==> config.mk <==
export PLATFORM = sky130hd
export DESIGN_NAME = oss_thermo_count
export DESIGN_NICKNAME = d
export VERILOG_FILES = /design/src/rtl/oss_thermo_count.sv
export SDC_FILE = /design/constraint.sdc
export NUM_CORES = 1
export LEC_CHECK = 0
export BUFFER_PORTS_ARGS = -buffer_cell sky130_fd_sc_hd__buf_2
export CORE_UTILIZATION = 42
export DETAILED_ROUTE_END_ITERATION = 7
export PLACE_DENSITY = 0.95
export SLEW_MARGIN = 20
export SYNTH_ARGS = -nofsm -noshare
export SYNTH_HDL_FRONTEND = slang
export SYNTH_SLANG_ARGS = --single-unit
==> constraint.sdc <==
create_clock -name vclk -period 1.2
set_input_delay 0 -clock vclk [all_inputs]
set_output_delay 0 -clock vclk [all_outputs]
set_load 0.005 [all_outputs]
==> src/rtl/oss_thermo_count.sv <==
// thermometer code to count: locates the last set bit of a leading run of ones
`default_nettype none
module oss_thermo_count #(
    parameter int unsigned CAPACITY = 64,
    parameter int unsigned CNT_W    = 7
) (
    input  wire logic [CAPACITY-1:0] thermo,
    output logic [CNT_W-1:0]         count
);

    logic [CAPACITY-1:0] edge_vec;

    // one-hot marker at the top of the run
    for (genvar i = 0; i < CAPACITY; i++) begin : g_edge
        if (i == CAPACITY - 1) begin : g_top
            assign edge_vec[i] = thermo[i];
        end else begin : g_low
            assign edge_vec[i] = thermo[i] && !thermo[i+1];
        end
    end

    // or-encode the marker position plus one
    always_comb begin
        count = '0;
        for (int i = 0; i < CAPACITY; i++) begin
            if (edge_vec[i]) begin
                count = count | CNT_W'(i + 1);
            end
        end
    end

endmodule
`default_nettype wire

==> metrics.md, run 1 <==
| Metric | Value |
|---|---|
| Outcome | complete, no violations |
| GP Congestion | 0.9504 |
| Layout cells sized above 1 | 0.4263 |
| Fin. Hold Viols | 0 |
| Sw Ratio | 0.5131 |
| Vias/cell | 5.659 |
| Crit-path max FO | 2 |
| Leak | 0.5697 nW |
| Critical path depth | 6 |
| Max-slew headroom | 0.7245 |
| Worst path most repeated cell | buf_2 |
| Switch Pwr | 0.0001780 W |
| Avg Cell Area, Syn | 6.319 µm² |
| Share of power burned in registers | 0 |
| WP data arrival | 1.06 ns |
| Final setup fails | 0 |
| Initial antenna violation count | 0 |
| Max Freq | 0.9448 GHz |
| Worst Setup SP | thermo[56] |
| Row cnt | 14 |
| Worst IR Drop VDD | 0.2015 mV |
| Clock power frac | 0 |
| Hold depth | 2 |
| Buf+Inv Stages, Crit Path | 2 |
| Total grt overflow | 0 |
| Syn-to-layout area delta | 49.84% |
| Post-Synthesis Cells | 120 |
| Antenna fix cells | 0 |
| Worst slew pin tran | 0.4089 ns |
| Total iterations of the first detailed-routing run | 4 |
| Largest net degree at the start of global routing | 4 |
| Hold_ws | 0.1752 ns |
| Commonest cells after routing, fill and taps aside | buf_2 (71), nand2b_1 (29), inv_1 (20), o2111ai_1 (12) |
| Setup TNS | 0 ns |
| # hold bufs at CTS | 0 |
| Max Slew Vio Count | 0 |
| Total track usage | 0.3000 |
| Commonest non-fill, non-tap cell in the layout | buf_2 |
| Port bufs | 71 |
| Post-synthesis cell area | 758.2 µm² |
| FF/Latch Area | 0 µm² |
| WL/cell | 13.54 µm |
| Die width | 44.49 µm |
| Setup CP Type | in -> out |
| RSZ-0062 raised after global routing | no |
| Syn_nets | 184 |
| Max-Cap Viols | 0 |
| CP required | 1.20 ns |
| Sequential share of the synthesized area | 0 |
| Detailed Route Iter0 Violations | 31 |
| Global-route wire length before repair | 4609 µm |
| Placed wire-length estimate | 2646 µm |
| Core area | 1594 µm² |
| CP Launch Type | primary input |
| Crit path cell chain | buf_2 -> or2b_1 -> o2111ai_2 -> nor4_2 -> nand3_1 -> buf_2 |
| Crit-path slowest cell | nor4_2 |
| IO Pins | 71 |
| DRC | 0 |
| Tmin final | 1.058 ns |
| Netlist cell types | 18 |
| Number of sequential cells | 0 |
| Number of routed nets with antenna violations | 0 |
| Power density cells | 305.3 nW/µm² |
| Via count | 1211 |
| Drt total wl | 2897 µm |
| P_int | 0.0001689 W |
| Fin area | 1136 µm² |
| Die Ht | 44.49 µm |
| Cell family with most CP delay | simple AND/OR/NAND/NOR gates |
| Max stage delay on crit path | 0.37 ns |
| Full die area | 1979 µm² |
| Worst min path class | in -> out |
| Setup Buffers After CTS | 0 |
| Layout clock buffer count | 0 |
| Worst Min Path Start | thermo[63] |
| Nature of the critical path endpoint | output pin |
| Vias in the first global route | 1184 |
| Initial Utilization | 0.4757 |
| Crit share post-route | 0.8820 |
| Combinational Power Share | 1.000 |
| Placed inst area | 1136 µm² |
| Post-CTS sizing | 0 |
| YS warnings | 0 |
| Total Nets Final | 256 |
==> cell usage after synthesis <==
master / n / share of area
nor3_1: 7 / 0.046
o2111ai_1: 12 / 0.14
nand3_1: 7 / 0.046
nor4_1: 3 / 0.025
o221ai_1: 1 / 0.012
o2bb2ai_1: 1 / 0.012
o21ai_0: 8 / 0.053
or2b_1: 7 / 0.069
nand4_1: 8 / 0.066
nand2b_2: 5 / 0.058
a21boi_0: 1 / 0.0099
o2111ai_2: 3 / 0.059
nand2_1: 1 / 0.0049
nor4_2: 2 / 0.033
nand2b_1: 29 / 0.24
nor2_1: 4 / 0.020
buf_4: 1 / 0.0099
inv_1: 20 / 0.099
==> cell type report <==
| class | count | area, µm² |
|---|---|---|
| timing repair buffer | 71 | 355.3 |
| inverter | 20 | 75.07 |
| multi-input combinational | 99 | 675.6 |
| tap | 24 | 30.03 |
| fill | 157 | 457.9 |
==> layer usage <==
metal | global-route usage | vias up | share of wire
li1 | - | 581 | -
met3 | 0.02041 | 8 | 0.066
met2 | 0.5735 | 74 | 0.49
met1 | 0.3566 | 548 | 0.42
met5 | 0 | - | 0
met4 | 0.07273 | 0 | 0.022
==> stage by stage <==
step                 power, W    util  instances  setup slack (ns)
detailed placement  0.0003398  0.7127        214            0.1410
CTS                 0.0003415  0.7127        214            0.1357
floorplan           0.0001759       -        120            0.5228
global route        0.0003780  0.7127        214           0.05554
global placement    0.0003326  0.7127        214            0.1636
finish              0.0003469  0.7127        214            0.1415
==> power groups by stage <==
stage	Clock (W)	Sequential, W	Combinational, W
3_5_place_dp	0	0	0.000340
5_1_grt	0	0	0.000378
4_1_cts	0	0	0.000341
6_report	0	0	0.000347
3_3_place_gp	0	0	0.000333
2_1_floorplan	0	0	0.000176
==> cells by family after synthesis <==
kind of cell	share of synthesized area
buf+inv	0.1089
simple gates	0.6072
compound gates	0.2838
==> worst paths after layout <==
kind                  endpoint  slack, ns
worst min-delay path  count[6]       0.18
worst max-delay path  count[4]       0.14
Power figures use the tool's default switching activity.
==> run 2: changes to the inputs <==
CORE_UTILIZATION = 40   (was 42)
==> run 2 against run 1 <==
Net effect: setup slack worse by 0.092 ns; final cell count is 0.47% higher; global-route usage is 1.6 points lower; highest routed layer unchanged; sequential share of layout area unchanged; critical path depth stayed put.
==> metrics.md, run 2 (same netlist as run 1, synthesis figures left out) <==
| Metric | Value |
|---|---|
| Core area | 1745 µm² |
| Full die area | 2074 µm² |
| Total iterations of the first detailed-routing run | 4 |
| Outcome | complete, no violations |
| Max Slew Vio Count | 0 |
| Fin. Hold Viols | 0 |
| Footprint of the multi-input gates | 675.6 µm² |
| Commonest cells after routing, fill and taps aside | buf_2 (71), nand2b_1 (29), inv_1 (20), o2111ai_1 (12) |
| Initial Utilization | 0.4344 |
| Fin area | 1137 µm² |
| Max-slew headroom | 0.7129 |
| Worst slew pin tran | 0.4261 ns |
| Vias/cell | 5.860 |
| Port bufs | 71 |
| PnR worst setup slack | 0.04935 ns |
| Global-route wire length before repair | 4498 µm |
| WL/cell | 13.58 µm |
| Number of sequential cells | 0 |
| Die width | 45.54 µm |
| FF/Latch Area | 0 µm² |
| Placed inst area | 1137 µm² |
| Post-CTS sizing | 0 |
| Worst min path class | in -> out |
| Commonest non-fill, non-tap cell in the layout | buf_2 |
| # fillers | 157 |
| Total Nets Final | 256 |
| Antenna fix cells | 0 |
| Via count | 1260 |
| DRC | 0 |
| Max-Cap Viols | 0 |
| CP required | 1.20 ns |
| Post-place setup slack | 0.1442 ns |
| Vias in the first global route | 1086 |
| Die Ht | 45.54 µm |
| Largest net degree at the start of global routing | 4 |
| Final setup fails | 0 |
| Setup Buffers After CTS | 0 |
| Placed wire-length estimate | 2616 µm |
| Total track usage | 0.2844 |
| Setup TNS | 0 ns |
| Total grt overflow | 0 |
| Leak | 0.5697 nW |
| WP data arrival | 1.15 ns |
| # hold bufs at CTS | 0 |
| Number of routed nets with antenna violations | 0 |
| Drt total wl | 2920 µm |
| Crit-path max FO | 3 |
| Layout cells sized above 1 | 0.4263 |
| CP Launch Type | primary input |
| Detailed Route Iter0 Violations | 58 |
| Crit share post-route | 0.9589 |
| Layout clock buffer count | 0 |
| Worst IR Drop VDD | 0.1564 mV |
| Setup CP Type | in -> out |
| RSZ-0062 raised after global routing | no |
| Nature of the critical path endpoint | output pin |
| Tmin final | 1.151 ns |
| GP Congestion | 0.9153 |
| Total Power | 0.0003489 W |
| Power density cells | 306.7 nW/µm² |
| Row cnt | 15 |
| Max Freq | 0.8691 GHz |
| IO Pins | 71 |
| Initial antenna violation count | 0 |
| Syn-to-layout area delta | 50.00% |
[run 2: cell counts in the layout (fill, tap and decap cells not counted)]
Identical to the previous run, type by type.
[run 2: metal layers]
metal	vias up	wire [µm]	global-route usage
met5	-	0	0
met2	103	1365	0.5057
met4	0	106	0.09091
li1	582	-	-
met3	20	382	0.04365
met1	555	1066	0.3435
[run 2: worst max-delay path, cell delays in order]
cell	delay, ns
buf_2	0.11
or2b_1	0.20
nand4_1	0.12
nor4_1	0.43
nand3_1	0.14
buf_2	0.16
[run 2: path summary, 6_finish.rpt]
path                       start       end  cells past startpoint
worst max-delay path  thermo[28]  count[2]                      6
worst min-delay path  thermo[63]  count[6]                      2
[run 2: metrics by stage]
| step | hold slack (ns) | util | cells |
|---|---|---|---|
| final | 0.1783 | 0.6516 | 215 |
| after global routing | 0.1880 | 0.6516 | 215 |
| after CTS | 0.1809 | 0.6516 | 215 |
| after detailed placement | 0.1809 | 0.6516 | 215 |
| after global placement | 0.1750 | 0.6516 | 215 |
| after floorplan | 0.08082 | - | 120 |
[run 2: power breakdown]
group,switching [W],total [W],internal (W)
logic,0.000180,0.000349,0.000169
registers,0,0,0
clock network,0,0,0
total,0.000180,0.000349,0.000169
[run 2: layout make-up]
cell class,count,share of cell area
multi-input cells,99,0.5941
well taps,25,0.02750
repair buffers,71,0.3124
inverters,20,0.06601
==> run 3: changes to the inputs <==
BUFFER_PORTS_ARGS = unset   (was -buffer_cell sky130_fd_sc_hd__buf_2)
DONT_BUFFER_PORTS = 1   (was unset)
PLACE_DENSITY = 0.63   (was 0.95)
==> run 3 against run 2 <==
Net effect: first-iteration DRC count is 57% lower; clock-buffer cell count is the same; power is 39% lower; final cell count shrank 33%; non-clock buffer count down 71; maximum frequency increased by 44%.
==> metrics.md, run 3 (same netlist as run 1, synthesis figures left out) <==
| Metric | Value |
|---|---|
| Outcome | complete, no violations |
| Hold depth | 0 |
| Final setup fails | 0 |
| Total track usage | 0.2266 |
| FF/Latch Area | 0 µm² |
| Global-route wire length before repair | 3539 µm |
| IO Pins | 71 |
| Buf+Inv Stages, Crit Path | 0 |
| Number of routed nets with antenna violations | 0 |
| # hold bufs at CTS | 0 |
| Initial Utilization | 0.4344 |
| Post-CTS sizing | 0 |
| CP required | 1.20 ns |
| Setup CP Type | in -> out |
| Max-Cap Viols | 0 |
| Crit share post-route | 0.6649 |
| Die Ht | 45.54 µm |
| Detailed Route Iter0 Violations | 25 |
| Initial antenna violation count | 0 |
| WHS Endpoint | count[6] |
| Worst min path class | in -> out |
| Placed wire-length estimate | 2213 µm |
| Port bufs | 0 |
| Via count | 879 |
| Die width | 45.54 µm |
| Commonest non-fill, non-tap cell in the layout | nand2b_1 |
| Total Nets Final | 185 |
| Full die area | 2074 µm² |
| Syn-to-layout area delta | 3.135% |
| Largest net degree at the start of global routing | 4 |
| Drt total wl | 2360 µm |
| Crit path cell chain | or2b_1 -> o2111ai_2 -> nor4_2 -> nand3_1 |
| Max-slew headroom | 0.7301 |
| Layout cells sized above 1 | 0.08403 |
| Max Freq | 1.253 GHz |
| Vias/cell | 6.104 |
| Antenna fix cells | 0 |
| Leak | 0.3004 nW |
| Worst slew pin tran | 0.4007 ns |
| Number of sequential cells | 0 |
| Core Util, Final | 0.4480 |
| Worst Min Path Start | thermo[63] |
| Footprint of the multi-input gates | 675.6 µm² |
| Commonest cells after routing, fill and taps aside | nand2b_1 (29), inv_1 (20), o2111ai_1 (12), o21ai_0 (8), nand4_1 (8) |
| Nature of the critical path endpoint | output pin |
| Fin. Hold Viols | 0 |
| WL/cell | 16.39 µm |
| CP Launch Type | primary input |
| WP data arrival | 0.80 ns |
| Tmin final | 0.7979 ns |
| Row cnt | 15 |
| Vias in the first global route | 835 |
| Power density cells | 272.3 nW/µm² |
| RSZ-0062 raised after global routing | no |
| # fillers | 199 |
| GP Congestion | 0.8754 |
| Cell family with most CP delay | simple AND/OR/NAND/NOR gates |
| Crit-path slowest cell | nor4_2 |
| Setup Buffers After CTS | 0 |
| Total grt overflow | 0 |
| Max stage delay on crit path | 0.33 ns |
| Worst IR Drop VDD | 0.1111 mV |
| Crit-path max FO | 2 |
| Total iterations of the first detailed-routing run | 4 |
| Layout clock buffer count | 0 |
| Max Slew Vio Count | 0 |
| Core area | 1745 µm² |
| Setup TNS | 0 ns |
| DRC | 0 |
==> run 3: cell count changes in the layout (fill, tap and decap cells not counted) <==
cell,change
buf_2,-71
==> run 3: worst max path at each step <==
stage / from / to / cells after the start
3_3_place_gp: thermo[56] / count[0] / 4
2_1_floorplan: thermo[48] / count[0] / 4
3_5_place_dp: thermo[56] / count[0] / 4
6_report: thermo[56] / count[4] / 4
5_1_grt: thermo[48] / count[0] / 4
4_1_cts: thermo[56] / count[0] / 4
==> run 3: through the flow <==
step           cell area [µm²]  power [W]  hold WS, ns  setup slack (ns)  std cells
2_1_floorplan            758.2  0.0001759      0.08082            0.5228        120
3_3_place_gp             782.0  0.0002098   0.00004920            0.4031        144
3_5_place_dp             782.0  0.0002101   0.00005404            0.3851        144
4_1_cts                  782.0  0.0002110   0.00005139            0.3851        144
5_1_grt                  782.0  0.0002351   0.00004263            0.3342        144
6_report                 782.0  0.0002129   0.00007551            0.4021        144
==> run 3: area by class of cell <==
type | count | share of cell area
tap | 25 | 0.04000
inverter | 20 | 0.09600
multi-input combinational | 99 | 0.8640
==> run 3: where the power goes <==
group | leakage, nW | switching [W] | total [W] | internal (W)
sequential | 0 | 0 | 0 | 0
clock | 0 | 0 | 0 | 0
combinational | 0.300 | 0.000116 | 0.000213 | 0.0000966
total | 0.300 | 0.000116 | 0.000213 | 0.0000966
==> run 3: routing by layer <==
| metal | GRT usage | vias up | share of wire |
|---|---|---|---|
| li1 | - | 438 | - |
| met1 | 0.3106 | 389 | 0.40 |
| met2 | 0.3800 | 52 | 0.47 |
| met3 | 0.05159 | 0 | 0.13 |
| met4 | 0 | 0 | 0 |
| met5 | 0 | - | 0 |
